**src/fmti_pkg.sv**
```systemverilog
// Shared types and constants for the trilinear field-map lookup.
// No dependencies; used by every module of the block.
`default_nettype none

package fmti_pkg;

    localparam int ADDR_W = 16;
    localparam int FRAC_W = 17;
    localparam int CFG_AW = 5;

    localparam logic [FRAC_W-1:0] FRAC_ONE = 17'h10000;

    localparam logic OP_WRITE = 1'b0;
    localparam logic OP_QUERY = 1'b1;

    localparam logic [2:0] REG_MIN_X = 3'd0;
    localparam logic [2:0] REG_MIN_Y = 3'd1;
    localparam logic [2:0] REG_MIN_Z = 3'd2;
    localparam logic [2:0] REG_INV_X = 3'd3;
    localparam logic [2:0] REG_INV_Y = 3'd4;
    localparam logic [2:0] REG_INV_Z = 3'd5;

    localparam logic [2:0] TAG_E0    = 3'd4;
    localparam logic [2:0] TAG_E1    = 3'd5;
    localparam logic [2:0] TAG_FINAL = 3'd6;

    typedef struct packed {
        logic               op;
        logic [15:0]        entry_index;
        logic signed [31:0] load_bx;
        logic signed [31:0] load_by;
        logic signed [31:0] load_bz;
        logic signed [31:0] pos_x;
        logic signed [31:0] pos_y;
        logic signed [31:0] pos_z;
    } in_t;

    typedef struct packed {
        logic signed [31:0] field_x;
        logic signed [31:0] field_y;
        logic signed [31:0] field_z;
        logic               inside_res;
    } out_t;

    typedef struct packed {
        logic [30:0]        min_x;
        logic [30:0]        min_y;
        logic signed [31:0] min_z;
        logic [31:0]        inv_step_x;
        logic [31:0]        inv_step_y;
        logic [31:0]        inv_step_z;
    } cfg_t;

    typedef struct packed {
        logic signed [31:0] bx;
        logic signed [31:0] by;
        logic signed [31:0] bz;
    } field_t;

    typedef struct packed {
        logic              query;
        logic              in_grid;
        logic [ADDR_W-1:0] addr;
        logic [FRAC_W-1:0] fx;
        logic [FRAC_W-1:0] fy;
        logic [FRAC_W-1:0] fz;
        field_t            data;
    } job_t;

    typedef enum logic [1:0] {
        F_IDLE,
        F_AXIS,
        F_ADDR,
        F_PUSH
    } front_state_t;

    typedef enum logic {
        B_IDLE,
        B_RUN
    } back_state_t;

    typedef enum logic [1:0] {
        SRC_MEM,
        SRC_C01,
        SRC_C23,
        SRC_E01
    } lerp_src_t;

    typedef struct packed {
        logic              issue;
        lerp_src_t         src;
        logic [FRAC_W-1:0] f;
        logic [2:0]        tag;
    } lerp_ctl_t;

endpackage

`default_nettype wire

```
**src/fmti_front.sv**
```systemverilog
// Front end: accepts words, maps a query point to grid indexes and fractions.
// Depends on fmti_pkg; feeds jobs to fmti_queue.
`default_nettype none

module fmti_front #(
    parameter int GRID_X = 32,
    parameter int GRID_Y = 32,
    parameter int GRID_Z = 64
) (
    input  wire logic          clk,
    input  wire logic          rst_n,
    input  wire logic          start,
    output logic               busy,
    input  fmti_pkg::in_t      cmd,
    input  fmti_pkg::cfg_t     cfg,
    output logic               push,
    output fmti_pkg::job_t     push_job,
    input  wire logic          full
);
    import fmti_pkg::*;

    localparam int XW = $clog2(GRID_X);
    localparam int YW = $clog2(GRID_Y);
    localparam int ZW = $clog2(GRID_Z);
    localparam logic [63:0] LAST_X = 64'(GRID_X - 1) << 16;
    localparam logic [63:0] LAST_Y = 64'(GRID_Y - 1) << 16;
    localparam logic [63:0] LAST_Z = 64'(GRID_Z - 1) << 16;

    front_state_t state_reg, state_next;
    logic [2:0]   cnt_reg, cnt_next;

    in_t               cmd_reg;
    logic [33:0]       d_reg;
    logic [63:0]       t_reg;
    logic              tneg_reg;
    logic              inside_reg;
    logic [XW-1:0]     ix_reg;
    logic [YW-1:0]     iy_reg;
    logic [ZW-1:0]     iz_reg;
    logic [FRAC_W-1:0] fx_reg;
    logic [FRAC_W-1:0] fy_reg;
    logic [FRAC_W-1:0] fz_reg;
    logic [ADDR_W-1:0] addr_reg;

    logic        accept;
    logic [31:0] abs_x;
    logic [31:0] abs_y;
    logic [33:0] d_x;
    logic [33:0] d_y;
    logic [33:0] d_z;
    logic [33:0] d_sel;
    logic [31:0] inv_sel;
    logic [63:0] prod;
    logic [63:0] last_sel;
    logic        ok;
    logic        at_top;
    logic [31:0] lin;

    assign accept = start && !busy;

    always_comb
    begin
        abs_x = cmd_reg.pos_x[31] ? (~cmd_reg.pos_x + 32'd1) : cmd_reg.pos_x;
        abs_y = cmd_reg.pos_y[31] ? (~cmd_reg.pos_y + 32'd1) : cmd_reg.pos_y;
        d_x   = {2'b00, abs_x} - {3'b000, cfg.min_x};
        d_y   = {2'b00, abs_y} - {3'b000, cfg.min_y};
        d_z   = {{2{cmd_reg.pos_z[31]}}, cmd_reg.pos_z} - {{2{cfg.min_z[31]}}, cfg.min_z};
        case (cnt_reg)
            3'd0:    d_sel = d_x;
            3'd1:    d_sel = d_y;
            default: d_sel = d_z;
        endcase
        case (cnt_reg)
            3'd1:    inv_sel = cfg.inv_step_x;
            3'd2:    inv_sel = cfg.inv_step_y;
            default: inv_sel = cfg.inv_step_z;
        endcase
        prod = 64'(d_reg[31:0]) * 64'(inv_sel);
        case (cnt_reg)
            3'd2:    last_sel = LAST_X;
            3'd3:    last_sel = LAST_Y;
            default: last_sel = LAST_Z;
        endcase
        ok     = !tneg_reg && (t_reg <= last_sel);
        at_top = (t_reg == last_sel);
        lin    = (32'(ix_reg) * 32'(GRID_Y) + 32'(iy_reg)) * 32'(GRID_Z) + 32'(iz_reg);
    end

    always_comb
    begin
        state_next = state_reg;
        cnt_next   = cnt_reg;
        case (state_reg)
            F_IDLE:
            begin
                cnt_next = 3'd0;
                if (start)
                begin
                    state_next = (cmd.op == OP_QUERY) ? F_AXIS : F_PUSH;
                end
            end
            F_AXIS:
            begin
                cnt_next = cnt_reg + 3'd1;
                if (cnt_reg == 3'd4)
                begin
                    state_next = F_ADDR;
                end
            end
            F_ADDR:
            begin
                state_next = F_PUSH;
            end
            F_PUSH:
            begin
                if (!full)
                begin
                    state_next = F_IDLE;
                end
            end
            default:
            begin
                state_next = F_IDLE;
            end
        endcase
    end

    always_comb
    begin
        busy = (state_reg != F_IDLE);
        push = (state_reg == F_PUSH) && !full;
        push_job.query   = (cmd_reg.op == OP_QUERY);
        push_job.in_grid = inside_reg;
        push_job.addr    = (cmd_reg.op == OP_QUERY) ? addr_reg : cmd_reg.entry_index;
        push_job.fx      = fx_reg;
        push_job.fy      = fy_reg;
        push_job.fz      = fz_reg;
        push_job.data    = '{bx: cmd_reg.load_bx, by: cmd_reg.load_by, bz: cmd_reg.load_bz};
    end

    always_ff @(posedge clk or negedge rst_n)
    begin
        if (!rst_n)
        begin
            state_reg <= F_IDLE;
            cnt_reg   <= 3'd0;
        end
        else
        begin
            state_reg <= state_next;
            cnt_reg   <= cnt_next;
        end
    end

    always_ff @(posedge clk)
    begin
        if (accept)
        begin
            cmd_reg    <= cmd;
            inside_reg <= 1'b1;
        end
        if (state_reg == F_AXIS)
        begin
            if (cnt_reg < 3'd3)
            begin
                d_reg <= d_sel;
            end
            if (cnt_reg >= 3'd1 && cnt_reg <= 3'd3)
            begin
                t_reg    <= prod;
                tneg_reg <= d_reg[33];
            end
            if (cnt_reg >= 3'd2)
            begin
                inside_reg <= inside_reg & ok;
                case (cnt_reg)
                    3'd2:
                    begin
                        ix_reg <= at_top ? XW'(GRID_X - 2) : t_reg[16 +: XW];
                        fx_reg <= at_top ? FRAC_ONE : {1'b0, t_reg[15:0]};
                    end
                    3'd3:
                    begin
                        iy_reg <= at_top ? YW'(GRID_Y - 2) : t_reg[16 +: YW];
                        fy_reg <= at_top ? FRAC_ONE : {1'b0, t_reg[15:0]};
                    end
                    default:
                    begin
                        iz_reg <= at_top ? ZW'(GRID_Z - 2) : t_reg[16 +: ZW];
                        fz_reg <= at_top ? FRAC_ONE : {1'b0, t_reg[15:0]};
                    end
                endcase
            end
        end
        if (state_reg == F_ADDR)
        begin
            addr_reg <= lin[ADDR_W-1:0];
        end
    end

endmodule

`default_nettype wire

```
**config.mk**
```make
export PLATFORM = sky130hd
export DESIGN_NAME = fmti_front
export DESIGN_NICKNAME = d
export VERILOG_FILES = /design/src/fmti_pkg.sv /design/src/fmti_front.sv
export SDC_FILE = /design/constraint.sdc
export NUM_CORES = 2
export LEC_CHECK = 0
export ABC_CLOCK_PERIOD_IN_PS = 25500
export BUFFER_PORTS_ARGS = -buffer_cell sky130_fd_sc_hd__buf_2
export CELL_PAD_IN_SITES_DETAIL_PLACEMENT = 2
export CELL_PAD_IN_SITES_GLOBAL_PLACEMENT = 2
export CORE_MARGIN = 2
export CORE_UTILIZATION = 43
export CTS_BUF_LIST = sky130_fd_sc_hd__clkbuf_16
export DETAILED_ROUTE_END_ITERATION = 8
export PLACE_DENSITY = 0.89
export SETUP_SLACK_MARGIN = 0.3
export SKIP_LAST_GASP = 1
export SLEW_MARGIN = 40
export SYNTH_ARGS = -nofsm -noshare
export SYNTH_HDL_FRONTEND = slang
export SYNTH_SLANG_ARGS = --single-unit
```
**constraint.sdc**
```tcl
create_clock -name clk -period 25.5 [get_ports clk]
set_clock_uncertainty 0.1 [all_clocks]
set_input_delay 3.825 -clock clk [delete_from_list [all_inputs] [get_ports clk]]
set_output_delay 3.825 -clock clk [all_outputs]
set_load 0.02 [all_outputs]
```
==> results <==
- The number of endpoints with negative hold slack in the final report is 0.
- Entering global routing, the biggest net connects 78 pins.
- For this run, the detailed router's first-pass iteration total came to 6.
- Across all setup checks in the final design, the least slack found is 12.50 ns.
- The chip width is approximately 360 um.
- In this run, synthesis produced a sequential element count of ~400.
- The most instantiated flip-flop cell in the synthesis netlist is edfxtp_1.
- By startpoint and endpoint, the worst setup path is classified as primary input to register.
- The total overflow left after global routing is 0.
- The number of global-route vias before repair is 55500.
- The tightest min-delay check is of the register to register type.
- The initial antenna violation count is 20.
- The clock period could shrink to 13.00 ns.
- Of the synthesized area, sequential elements account for 0.220.
- The final-report setup violation count is 0.
- The number of input and output port buffers inserted is 569.
- The net total in the final layout is about 7400.
- The worst setup path is launched from a primary input.
- For this block, the routed nets add up to between 200 and 300 mm of wire.
- The final cell count without fillers is approximately 7400.
- At the worst endpoint, the required time is 25.80 ns.
- The total routing usage reported by global routing is 0.419.
- In this run the critical register-to-register path is launched from cnt_reg[0]$_DFFE_PN0P_.
- Before CTS, the worst setup slack after placement is roughly 12 ns.
- The core region is roughly 0.12 mm2.
- The detail route stage leaves a number of antenna-violating nets equal to 0.
- The area growth from synthesis to layout is 10.3%.
- Setup repair after global routing left no endpoint under its margin.
- The starting utilization of the core area is 0.434.
- The clock drives 396 sinks.
- The number of placed instances with taps included is between 7000 and 8000.
- The CTS tree is done.
- The proportion of layout cells with a drive suffix above 1 is 0.139.
- The count of routing violations after the opening detailed-route iteration is 4086.
- The number of nets in the synthesized netlist is 7053.
- The cell depth of the worst hold path is 0.
- The floorplan step defined a die boundary enclosing ~0.13 mm2.
- The count of pins on the block boundary is 570.
- Of all nets on the critical path, the largest fanout is 32.
- The largest buffer count on any clock path is 3.
- The vertical die dimension is roughly 360 um.
- The number of hold buffers added after CTS is 0.
- The number of enable-type register cells in the synthesized netlist is 390.
- The later pin in the worst-skew pair is clocked with a latency of a little under 0.7 ns.
- The final estimated routing congestion in global placement is between 0.8 and 0.9.
- The core utilization of the finished layout is 0.479.
- For the worst flop-to-flop path, the logic depth is 30.
- The summed negative setup slack over all endpoints is 0 ns.
- The first-pass GRT wire length is a little under 400 mm.
- The post-route fraction of the period consumed by the critical path is 0.510.
- During synthesis, Yosys emitted a total of 0 warnings.
- The total number of vias is ~46000.
- The endpoint identified for the worst register-to-register timing path is t_reg[58]$_DFFE_PP_.
- At the worst endpoint, the arrival time is 13.30 ns.
- Based on the critical path, the design can be clocked at up to between 70 and 80 MHz.
- The mapped netlist covers ~0.054 mm2.
- The root cell of the clock tree is clkbuf_16.
- A synthesized cell averages around 10 um2.
- The layout has 12800 filler cells.
- For hold timing, the worst endpoint is addr_reg[6]$_DFFE_PP_.
- The number of clock buffers inserted by TritonCTS is approximately 50.
- The number of pins with negative max-slew slack in the final report was 0.
- The average via count per standard cell is ~6.2.
- The worst reg-to-reg setup slack is around 14 ns.
- The number of remaining DRC errors is 0.
- The flow ran to the end, and the final reports show no timing, DRC or antenna violations.
- Summed over all nets, the half-perimeter wirelength after detailed placement is between 150 and 200 mm.
- STA classifies the critical path endpoint as a register.
- The number of distinct library cells after synthesis is 79.
- The fraction of registers with async set/reset is 0.0126.
- The register clock-pin slew on the reported worst setup and hold paths is approximately 0.060 ns.
- In this run the most critical hold path is launched from iy_reg[0]$_DFFE_PP_.
- Post-CTS repair changed the size of 0 cells.
- The cell count after synthesis is 5382.
- For the pin with the worst max-slew slack, the measured transition is between 0.8 and 0.9 ns.
- The floorplan has 129 rows.
- The headroom to the max-slew limit is 0.419.
- In this run the number of H-tree levels came out at 2.
- The routed wirelength normalized by instance count is approximately 36 um.
- The total of max-cap violations is 0.
- The number of setup buffers added after CTS is 0.
- The register with the most flip-flops in the layout has 112 of them.
[cell type report]
class                   count  area (um2)  share of cell area
clock inverters            41         487             0.00819
clock buffers              49        1230              0.0206
inverters                 987        3700              0.0624
repair buffers            644        3450              0.0581
multi-input cells        3619       36600               0.616
diodes                     12        30.0            0.000505
well taps                1637        2050              0.0345
flip-flops and latches    396       11900               0.200
[cells in the final DEF, fill, tap and decap left out, types with 57 or more instances in the layout]
master and instances:
inv_1 997, fa_1 899, nand2_1 592, buf_2 569
and2_1 504, edfxtp_1 390, ha_1 368, a21oi_1 146
xnor2_1 145, o21ai_0 116, a21o_1 105, nor2b_1 104
nor2_1 81, buf_4 69, xor2_1 57
[worst max-delay path by stage]
stage,startpoint,to,slack (ns),depth (start not counted)
after detailed placement,cfg[73],t_reg[58]$_DFFE_PP_,12.29,24
after global placement,cfg[90],t_reg[58]$_DFFE_PP_,13.03,27
final,cfg[72],t_reg[58]$_DFFE_PP_,12.50,25
after global routing,cfg[73],t_reg[58]$_DFFE_PP_,12.15,26
after CTS,cfg[73],t_reg[52]$_DFFE_PP_,12.76,23
after floorplan,cfg[78],t_reg[58]$_DFFE_PP_,14.03,28
[Yosys cell counts (6+ instances only)]
library cell  count  share of area
inv_1           987          0.069
o31ai_1          21         0.0029
or3_1            17         0.0020
nand2b_1         35         0.0041
a221oi_1          7         0.0011
and3_1           16         0.0019
clkbuf_1        277          0.019
xnor2_1         145          0.024
nand4_1          29         0.0034
buf_4            98          0.014
o21bai_1         21         0.0029
o21a_1           14         0.0020
ha_1            369          0.086
nor4_1           18         0.0021
or2_2             7        0.00081
nor2b_1         106          0.012
a31oi_1          11         0.0013
o211ai_1          9         0.0013
a2111oi_0         6        0.00098
edfxtp_1        390           0.22
o21ai_0         117          0.011
a21o_1          105          0.015
and2_1          507          0.059
mux2_2           18         0.0038
a211oi_1         18         0.0025
and4_1            6        0.00098
nand3_1          34         0.0032
nor2_1           84         0.0059
or4_1             9         0.0013
o221ai_1         13         0.0021
fa_1            899           0.33
o2111ai_1         8         0.0013
nand2_1         602          0.042
o41ai_1          14         0.0023
nor3_1           25         0.0023
a22oi_1          45         0.0063
a41oi_1           7         0.0011
xor2_1           57         0.0093
a21oi_1         149          0.014
[worst max-delay path, cell delays in order]
cell	delay, ns
buf_2	0.08
a22oi_1	0.07
nand2_1	0.10
buf_4	0.43
nand2_1	0.51
fa_1	0.85
fa_1	0.54
fa_1	0.51
fa_1	0.57
inv_1	0.07
fa_1	0.57
fa_1	0.44
fa_1	0.60
fa_1	0.57
ha_1	0.52
a21o_1	0.26
a21o_1	0.19
a21o_1	0.20
a2111oi_0	0.61
o211ai_1	0.23
o21ai_0	0.39
o21ai_0	0.32
a221oi_1	0.42
o21ai_0	0.16
xor2_1	0.17
[per-stage QoR]
| step | hold slack [ns] | instance area [um2] |
|---|---|---|
| 2_1_floorplan | 0.300 | 53900 |
| 3_3_place_gp | 0.303 | 57500 |
| 3_5_place_dp | 0.311 | 57600 |
| 4_1_cts | 0.333 | 59300 |
| 5_1_grt | 0.348 | 59400 |
| 6_report | 0.339 | 59400 |
[cell families after synthesis]
| family | count (synthesis) | synth area share |
|---|---|---|
| mux | 18 | 0.00376 |
| simple gates | 1518 | 0.145 |
| flops | 396 | 0.220 |
| compound gates | 613 | 0.0757 |
| fa+ha+maj | 1268 | 0.420 |
| buf+inv | 1367 | 0.103 |
| xor+xnor | 202 | 0.0329 |
[per-layer routing]
metal | routed length, um | track usage | vias to the layer above
met5 | 111 | 0 | -
met4 | 32200 | 0.414 | 14
li1 | - | - | 17400
met3 | 22700 | 0.120 | 1745
met1 | 82400 | 0.409 | 23400
met2 | 130000 | 0.705 | 3386
Power is not shown: default switching activity piles up to over one toggle a cycle in this logic, so the estimate is an artifact.
