[src/fmti_pkg.sv]
// Shared types and constants for the trilinear field-map lookup.
// No dependencies; used by every module of the block.
`default_nettype none

package fmti_pkg;

    localparam int ADDR_W = 16;
    localparam int FRAC_W = 17;
    localparam int CFG_AW = 5;

    localparam logic [FRAC_W-1:0] FRAC_ONE = 17'h10000;

    localparam logic OP_WRITE = 1'b0;
    localparam logic OP_QUERY = 1'b1;

    localparam logic [2:0] REG_MIN_X = 3'd0;
    localparam logic [2:0] REG_MIN_Y = 3'd1;
    localparam logic [2:0] REG_MIN_Z = 3'd2;
    localparam logic [2:0] REG_INV_X = 3'd3;
    localparam logic [2:0] REG_INV_Y = 3'd4;
    localparam logic [2:0] REG_INV_Z = 3'd5;

    localparam logic [2:0] TAG_E0    = 3'd4;
    localparam logic [2:0] TAG_E1    = 3'd5;
    localparam logic [2:0] TAG_FINAL = 3'd6;

    typedef struct packed {
        logic               op;
        logic [15:0]        entry_index;
        logic signed [31:0] load_bx;
        logic signed [31:0] load_by;
        logic signed [31:0] load_bz;
        logic signed [31:0] pos_x;
        logic signed [31:0] pos_y;
        logic signed [31:0] pos_z;
    } in_t;

    typedef struct packed {
        logic signed [31:0] field_x;
        logic signed [31:0] field_y;
        logic signed [31:0] field_z;
        logic               inside_res;
    } out_t;

    typedef struct packed {
        logic [30:0]        min_x;
        logic [30:0]        min_y;
        logic signed [31:0] min_z;
        logic [31:0]        inv_step_x;
        logic [31:0]        inv_step_y;
        logic [31:0]        inv_step_z;
    } cfg_t;

    typedef struct packed {
        logic signed [31:0] bx;
        logic signed [31:0] by;
        logic signed [31:0] bz;
    } field_t;

    typedef struct packed {
        logic              query;
        logic              in_grid;
        logic [ADDR_W-1:0] addr;
        logic [FRAC_W-1:0] fx;
        logic [FRAC_W-1:0] fy;
        logic [FRAC_W-1:0] fz;
        field_t            data;
    } job_t;

    typedef enum logic [1:0] {
        F_IDLE,
        F_AXIS,
        F_ADDR,
        F_PUSH
    } front_state_t;

    typedef enum logic {
        B_IDLE,
        B_RUN
    } back_state_t;

    typedef enum logic [1:0] {
        SRC_MEM,
        SRC_C01,
        SRC_C23,
        SRC_E01
    } lerp_src_t;

    typedef struct packed {
        logic              issue;
        lerp_src_t         src;
        logic [FRAC_W-1:0] f;
        logic [2:0]        tag;
    } lerp_ctl_t;

endpackage

`default_nettype wire

[src/fmti_queue.sv]
// Two-entry job queue between the front end and the back end.
// Depends on fmti_pkg for the job type.
`default_nettype none

module fmti_queue (
    input  wire logic      clk,
    input  wire logic      rst_n,
    input  wire logic      push,
    input  fmti_pkg::job_t push_job,
    output logic           full,
    input  wire logic      pop,
    output fmti_pkg::job_t pop_job,
    output logic           empty
);
    import fmti_pkg::*;

    job_t       q_reg [0:1];
    logic       wr_reg, wr_next;
    logic       rd_reg, rd_next;
    logic [1:0] count_reg, count_next;

    always_comb
    begin
        full       = (count_reg == 2'd2);
        empty      = (count_reg == 2'd0);
        pop_job    = q_reg[rd_reg];
        wr_next    = push ? ~wr_reg : wr_reg;
        rd_next    = pop ? ~rd_reg : rd_reg;
        count_next = count_reg + 2'(push) - 2'(pop);
    end

    always_ff @(posedge clk or negedge rst_n)
    begin
        if (!rst_n)
        begin
            wr_reg    <= 1'b0;
            rd_reg    <= 1'b0;
            count_reg <= 2'd0;
        end
        else
        begin
            wr_reg    <= wr_next;
            rd_reg    <= rd_next;
            count_reg <= count_next;
        end
    end

    always_ff @(posedge clk)
    begin
        if (push)
        begin
            q_reg[wr_reg] <= push_job;
        end
    end

endmodule

`default_nettype wire

[config.mk]
export PLATFORM = sky130hd
export DESIGN_NAME = fmti_queue
export DESIGN_NICKNAME = d
export VERILOG_FILES = /design/src/fmti_pkg.sv /design/src/fmti_queue.sv
export SDC_FILE = /design/constraint.sdc
export NUM_CORES = 1
export LEC_CHECK = 0
export ABC_AREA = 0
export BUFFER_PORTS_ARGS = -buffer_cell sky130_fd_sc_hd__buf_2
export CAP_MARGIN = 10
export CORE_MARGIN = 2
export CORE_UTILIZATION = 48
export CTS_CLUSTER_SIZE = 10
export DETAILED_ROUTE_END_ITERATION = 16
export GPL_TIMING_DRIVEN = 0
export PLACE_DENSITY = 0.71
export SLEW_MARGIN = 20
export SYNTH_ARGS = -nofsm -noshare
export SYNTH_HDL_FRONTEND = slang
export SYNTH_SLANG_ARGS = --single-unit
[constraint.sdc]
create_clock -name clk -period 24.5 [get_ports clk]
set_clock_uncertainty 0.1 [all_clocks]
set_input_delay 1.225 -clock clk [delete_from_list [all_inputs] [get_ports clk]]
set_output_delay 1.225 -clock clk [all_outputs]
set_load 0.02 [all_outputs]
==> results of run 1 <==
report_power, final:
group / switching (mW) / leakage [nW] / internal, mW
logic: 0.375 / 2.26 / 0.264
clock network: 0.194 / 0.517 / 0.297
registers: 0.0225 / 3.14 / 0.757
metal layers:
layer / vias up / global-route usage [%] / part of all wire [%]
met3: 60 / 7.19 / 10
met5: - / 0 / 0.16
met1: 3032 / 18.6 / 36
li1: 2885 / - / -
met2: 271 / 30.2 / 51
met4: 6 / 6.68 / 3.3
placed cells by master, fill, tap and decap left out:
cell type / Yosys / final
sky130_fd_sc_hd__buf_2: 2 / 337
sky130_fd_sc_hd__edfxtp_1: 330 / 330
sky130_fd_sc_hd__mux2_2: 165 / 165
sky130_fd_sc_hd__clkbuf_16: 0 / 41
sky130_fd_sc_hd__buf_6: 14 / 14
sky130_fd_sc_hd__buf_16: 0 / 8
sky130_fd_sc_hd__clkbuf_1: 0 / 7
sky130_fd_sc_hd__dfrtp_1: 4 / 4
sky130_fd_sc_hd__buf_12: 0 / 3
sky130_fd_sc_hd__diode_2: 0 / 2
sky130_fd_sc_hd__inv_1: 2 / 2
sky130_fd_sc_hd__buf_4: 2 / 2
sky130_fd_sc_hd__xor2_1: 2 / 2
sky130_fd_sc_hd__ha_1: 2 / 2
sky130_fd_sc_hd__clkinv_1: 0 / 2
sky130_fd_sc_hd__xor3_1: 1 / 1
sky130_fd_sc_hd__nor2_1: 1 / 1
sky130_fd_sc_hd__and2_4: 0 / 1
sky130_fd_sc_hd__nor2b_1: 2 / 1
sky130_fd_sc_hd__nor2b_4: 0 / 1
final cells by class:
cell class                      count  area [um^2]  area share, %
Sequential cell                   334        10000           64.2
Clock buffer                       48         1050           6.75
Clock inverter                      2         7.51         0.0482
Inverter                            2         7.51         0.0482
Buffer                             18          183           1.17
Multi-Input combinational cell    174         1960           12.6
Antenna cell                        2         5.00         0.0321
Tap cell                          330          413           2.65
Timing Repair Buffer              346         1960           12.6
critical path: stages (launching register included):
cell and delay [ns]:
sky130_fd_sc_hd__dfrtp_1 0.37, sky130_fd_sc_hd__buf_4 0.30, sky130_fd_sc_hd__buf_6 0.21, sky130_fd_sc_hd__mux2_2 0.37, sky130_fd_sc_hd__buf_2 0.16
cell families after synthesis:
kind of cell,count (synthesis)
flops,334
mux,165
buf+inv,20
simple gates,4
xor+xnor,3
fa+ha+maj,2
how the worst max path moves through the flow:
stage / startpoint / end / slack [ns] / cells past startpoint
after floorplan: push / q_reg[0][0]$_DFFE_PP_ / 15.33 / 1
after global placement: push / q_reg[0][106]$_DFFE_PP_ / 10.90 / 2
after CTS: rd_reg$_DFFE_PN0P_ / pop_job[57] / 21.20 / 4
after detailed placement: push / q_reg[0][64]$_DFFE_PP_ / 21.25 / 6
after global routing: rd_reg$_DFFE_PN0P_ / pop_job[57] / 21.18 / 4
final: rd_reg$_DFFE_PN0P_ / pop_job[57] / 21.27 / 4
through the flow:
step	hold WS (ns)	std cells
after detailed placement	0.434	1204
after global placement	0.372	1193
after floorplan	0.355	528
after global routing	0.412	1256
final	0.425	1256
after CTS	0.408	1254
==> flow_summary.json, run 1 <==
{
  "final_critical_path_share_of_the_clock_period_pct": 13.2,
  "grt_remaining_overflow": 0,
  "synth_top_cells_by_area": "sky130_fd_sc_hd__edfxtp_1 82%, sky130_fd_sc_hd__mux2_2 15%, sky130_fd_sc_hd__buf_6 1.3%",
  "place_congestion": 0.709,
  "syn_to_final_growth_pct": 28.4,
  "worst_r2r_startpoint": "wr_reg$_DFFE_PN0P_",
  "synth-adder-area-share_pct": 0.206,
  "routed_wire_length_per_instance_um": 19.0,
  "tightest_slew_ns": 0.709,
  "post-synth-top-area-fraction_pct": 81.6,
  "htreeDepth": 2,
  "worstSkewPairLatency_ns": 0.49,
  "mappedNetlistNets": 699,
  "detailed_place_hpwl_um": 16600,
  "drt_pass1_iterations": 4,
  "cts_hold_buffers": 0,
  "rsz_0062_raised_after_global_routing": "false",
  "worst_ep_arrival_time_ns": 1.90,
  "grt_pass1_wl_um": 34700,
  "crit_path_start_kind": "flop",
  "num-nets-final": 1086,
  "ir_drop_mv": 0.0793,
  "dieWidth_um": 163,
  "post_route_cell_area_um2": 15600,
  "synth.distinct_cells": 13,
  "fin_crit_ns": 3.23,
  "setup_slack_ns": 21.27,
  "first_global_vias": 6575,
  "achievable-frequency_mhz": 310,
  "maximum_number_of_pins_on_one_net_before_global_route_repair": 53,
  "worst_setup_path_end_kind": "output port",
  "synthesis.yosys.warnings": 0,
  "commonest_register_cell_after_synthesis": "sky130_fd_sc_hd__edfxtp_1",
  "status": "finished clean",
  "finalHoldViolCount": 0,
  "syn-mean-instance-area_um2": 23.0,
  "synth-simple-area-share_pct": 0.185,
  "synth_largest_area_cell": "sky130_fd_sc_hd__edfxtp_1",
  "synth_edf_count": 330,
  "post_cts_resized": 0,
  "clkSinkCount": 334,
  "worst-r2r-cell-count": 5,
  "floorplan.die_area_um2": 26600,
  "drv_cap": 0,
  "num_io_pins": 336,
  "setup_tns_ns": 0,
  "viasPerCell": 4.98,
  "pre_cts_setup_slack_ns": 21.25,
  "critical_path_class": "flop to output port",
  "setup_viol": 0,
  "synth_area_um2": 12100,
  "cts_root_buffer": "sky130_fd_sc_hd__clkbuf_16",
  "detail-route-antenna-nets": 0,
  "p_total_mw": 1.91,
  "effective_utilization_at_floorplan_pct": 48.5,
  "cts_inserted_buffers": 39,
  "ctsLongestPathBuffers": 3,
  "design.core.area_um2": 25000,
  "vias": 6254,
  "finalMaxSlewViolations": 0,
  "synth.top_cells.by_count": "330 x sky130_fd_sc_hd__edfxtp_1, 165 x sky130_fd_sc_hd__mux2_2, 14 x sky130_fd_sc_hd__buf_6",
  "grt_use_total_pct": 17.2,
  "wirelength_um": 23800,
  "cts.reportedPaths.clkPinSlew_ns": 0.05,
  "share_of_cells_above_drive_strength_1_pct": 61.9,
  "r2r_end": "q_reg[0][31]$_DFFE_PP_",
  "largest_register_ffs": 330,
  "numPortBuffers": 335,
  "cellLeakagePower_nw": 5.92,
  "worst_case_register_to_register_setup_slack_ns": 22.26,
  "critPathMaxFanout": 10,
  "vertical_die_dimension_um": 163,
  "power-per-cell-area_nw_per_um2": 122,
  "yosysMostFrequentCell": "sky130_fd_sc_hd__edfxtp_1",
  "count_of_mapped_cells_out_of_synthesis": 528,
  "cp.required_ns": 23.17,
  "synth_compound_gate_area_share_pct": 0,
  "number_of_register_bits_inferred_by_synthesis": 334,
  "min_path_type": "input port to asynchronous set/reset pin",
  "post_synth_mux_area_share_pct": 15.3,
  "async_reset_ff_share_pct": 1.20,
  "max_slew_margin_pct": 52.7,
  "post-route-drc-count": 0,
  "fill_cell_instance_count_of_the_final_layout": 1856,
  "placement.cell_area_um2": 14500,
  "drt_iter0_drc": 367,
  "synth_top_family_by_area": "multiplexers",
  "floorplan.rows": 58,
  "synth_sequential_area_ratio_pct": 82.4,
  "post-cts-setup-buffers": 0,
  "tritoncts": "built",
  "synth-xor-area-share_pct": 0.340,
  "layout.core_utilization_pct": 62.3,
  "antenna_found_initial": 5
}
Note: power is estimated with default switching activity, not from simulation.
==> run 2: changes to the inputs <==
Settings changed: CORE_UTILIZATION 48 to 47, PLACE_DENSITY 0.71 to 0.73.
Clock period 24.5 ns to 2.9 ns, I/O delays scaled along.
==> flow_summary.json, run 2 (synthesis gave the netlist of run 1 again) <==
{
  "detail-route-antenna-nets": 0,
  "maximum_number_of_pins_on_one_net_before_global_route_repair": 53,
  "sequential_cell_area_um2": 10000,
  "floorplan.die_area_um2": 27100,
  "max_slew_margin_pct": 64.6,
  "post-route-drc-count": 0,
  "worst_hold_startpoint": "push_job[21]",
  "antenna_found_initial": 1,
  "p_switching_mw": 5.19,
  "vias": 6985,
  "cp.required_ns": 2.65,
  "grt_use_total_pct": 19.5,
  "post_cts_resized": 0,
  "fin_crit_ns": 2.20,
  "largest_register_ffs": 330,
  "setup_tns_ns": 0,
  "worst_setup_path_end_kind": "output port",
  "switching_part_of_the_total_power_pct": 31.5,
  "htreeDepth": 2,
  "final_critical_path_share_of_the_clock_period_pct": 75.8,
  "worstSkewPairLatency_ns": 0.51,
  "numPortBuffers": 335,
  "sequentialPowerShare_pct": 40.1,
  "worst_ep_arrival_time_ns": 1.95,
  "floorplan.rows": 58,
  "syn_to_final_growth_pct": 42.3,
  "multi_input_area_um2": 1960,
  "share_of_cells_above_drive_strength_1_pct": 52.4,
  "drt_iter0_drc": 440,
  "p_total_mw": 16.5,
  "final_common_cell": "sky130_fd_sc_hd__buf_2",
  "min_path_type": "input port to flop",
  "num_io_pins": 336,
  "power.internal_mw": 11.3,
  "crit_path_start_kind": "flop",
  "ctsLongestPathBuffers": 3,
  "detailed_place_hpwl_um": 16900,
  "finalHoldViolCount": 0,
  "tightest_slew_ns": 0.531,
  "num-nets-final": 1255,
  "cellLeakagePower_nw": 6.63,
  "cts.reportedPaths.clkPinSlew_ns": 0.05,
  "cts_inserted_buffers": 39,
  "grt_remaining_overflow": 0,
  "hold_ws_ns": 0.256,
  "critPathMaxFanout": 10,
  "cts_root_buffer": "sky130_fd_sc_hd__clkbuf_16",
  "finalMaxSlewViolations": 0,
  "clkSinkCount": 334,
  "status": "finished clean",
  "effective_utilization_at_floorplan_pct": 48.1,
  "power-per-cell-area_nw_per_um2": 954,
  "routed_wire_length_per_instance_um": 19.3,
  "placed_cells": 1204,
  "critical_path_class": "flop to output port",
  "pwr-share-comb_pct": 34.2,
  "p_clk_share_pct": 25.6,
  "rsz_0062_raised_after_global_routing": "false",
  "vertical_die_dimension_um": 165,
  "first_global_vias": 7557,
  "dieWidth_um": 165,
  "setup_viol": 0,
  "place_congestion": 0.742,
  "mostFrequentLayoutCells": "337 x sky130_fd_sc_hd__buf_2, 330 x sky130_fd_sc_hd__edfxtp_1, 169 x sky130_fd_sc_hd__dlygate4sd3_1",
  "viasPerCell": 4.90,
  "achievable-frequency_mhz": 455,
  "fill_cell_instance_count_of_the_final_layout": 1652,
  "stdcell_count": 1425,
  "crit_path_start": "rd_reg$_DFFE_PN0P_",
  "grt_pass1_wl_um": 40100,
  "tritoncts": "built",
  "ir_drop_mv": 0.798,
  "wirelength_um": 27500,
  "drt_pass1_iterations": 4,
  "drv_cap": 0,
  "worst_r2r_startpoint": "wr_reg$_DFFE_PN0P_",
  "design.core.area_um2": 25300
}
-- run 2: changes by cell type in the layout (fill, tap and decap cells not counted), sizes merged --
cell and delta:
clkbuf +1, diode -1, dlygate4sd3 +169
-- run 2: critical path, stage by stage, from the launching register on --
cell                      delay, ns
sky130_fd_sc_hd__dfrtp_1       0.40
sky130_fd_sc_hd__buf_4         0.31
sky130_fd_sc_hd__buf_6         0.20
sky130_fd_sc_hd__mux2_2        0.36
sky130_fd_sc_hd__buf_2         0.17
-- run 2: cell type report --
class | instances | share of cell area [%]
Antenna cell | 1 | 0.0145
Sequential cell | 334 | 57.9
Clock inverter | 2 | 0.0507
Clock buffer | 49 | 6.11
Timing Repair Buffer | 515 | 21.1
Buffer | 18 | 1.06
Tap cell | 330 | 2.39
Multi-Input combinational cell | 174 | 11.3
Inverter | 2 | 0.0434
-- run 2: what timing repair did --
action	CTS	global route
setup endpoints to repair	0	0
setup buffers	0	0
hold buffers	169	0
endpoints found under the hold margin	338	0
-- run 2: layer usage --
metal / global-route usage (%) / vias up / part of all wire [%]
met2: 35.7 / 287 / 53
li1: - / 3216 / -
met5: 0 / - / 0
met4: 6.80 / 0 / 2.5
met3: 5.93 / 57 / 8.0
met1: 21.4 / 3425 / 37
-- run 2: final timing paths --
check / to / slack, ns / cells past startpoint
min in group asynchronous: count_reg[1]$_DFF_PN0_ / 0.45 / 3
min: q_reg[1][21]$_DFFE_PP_ / 0.26 / 2
max: pop_job[43] / 0.70 / 4
min reg2reg: wr_reg$_DFFE_PN0P_ / 0.46 / 1
max in group asynchronous: rd_reg$_DFFE_PN0P_ / 2.08 / 3
max reg2reg: q_reg[0][118]$_DFFE_PP_ / 0.83 / 5
-- run 2: stage by stage --
step | utilization (%) | setup WS (ns) | cell area, um^2
2_1_floorplan | - | -0.495 | 12200
3_3_place_gp | 56.4 | -1.87 | 14200
3_5_place_dp | 57.5 | 0.831 | 14500
4_1_cts | 68.4 | 0.658 | 17300
5_1_grt | 68.4 | 0.618 | 17300
6_report | 68.4 | 0.702 | 17300
-- run 2: power by group through the flow --
stage          clock, mW  sequential, mW  combinational [mW]
3_3_place_gp           0            6.78                5.17
3_5_place_dp           0            6.69                5.46
6_report            4.23            6.61                5.64
2_1_floorplan          0            6.70                3.56
4_1_cts             4.30            6.60                5.68
5_1_grt             4.50            6.69                5.98
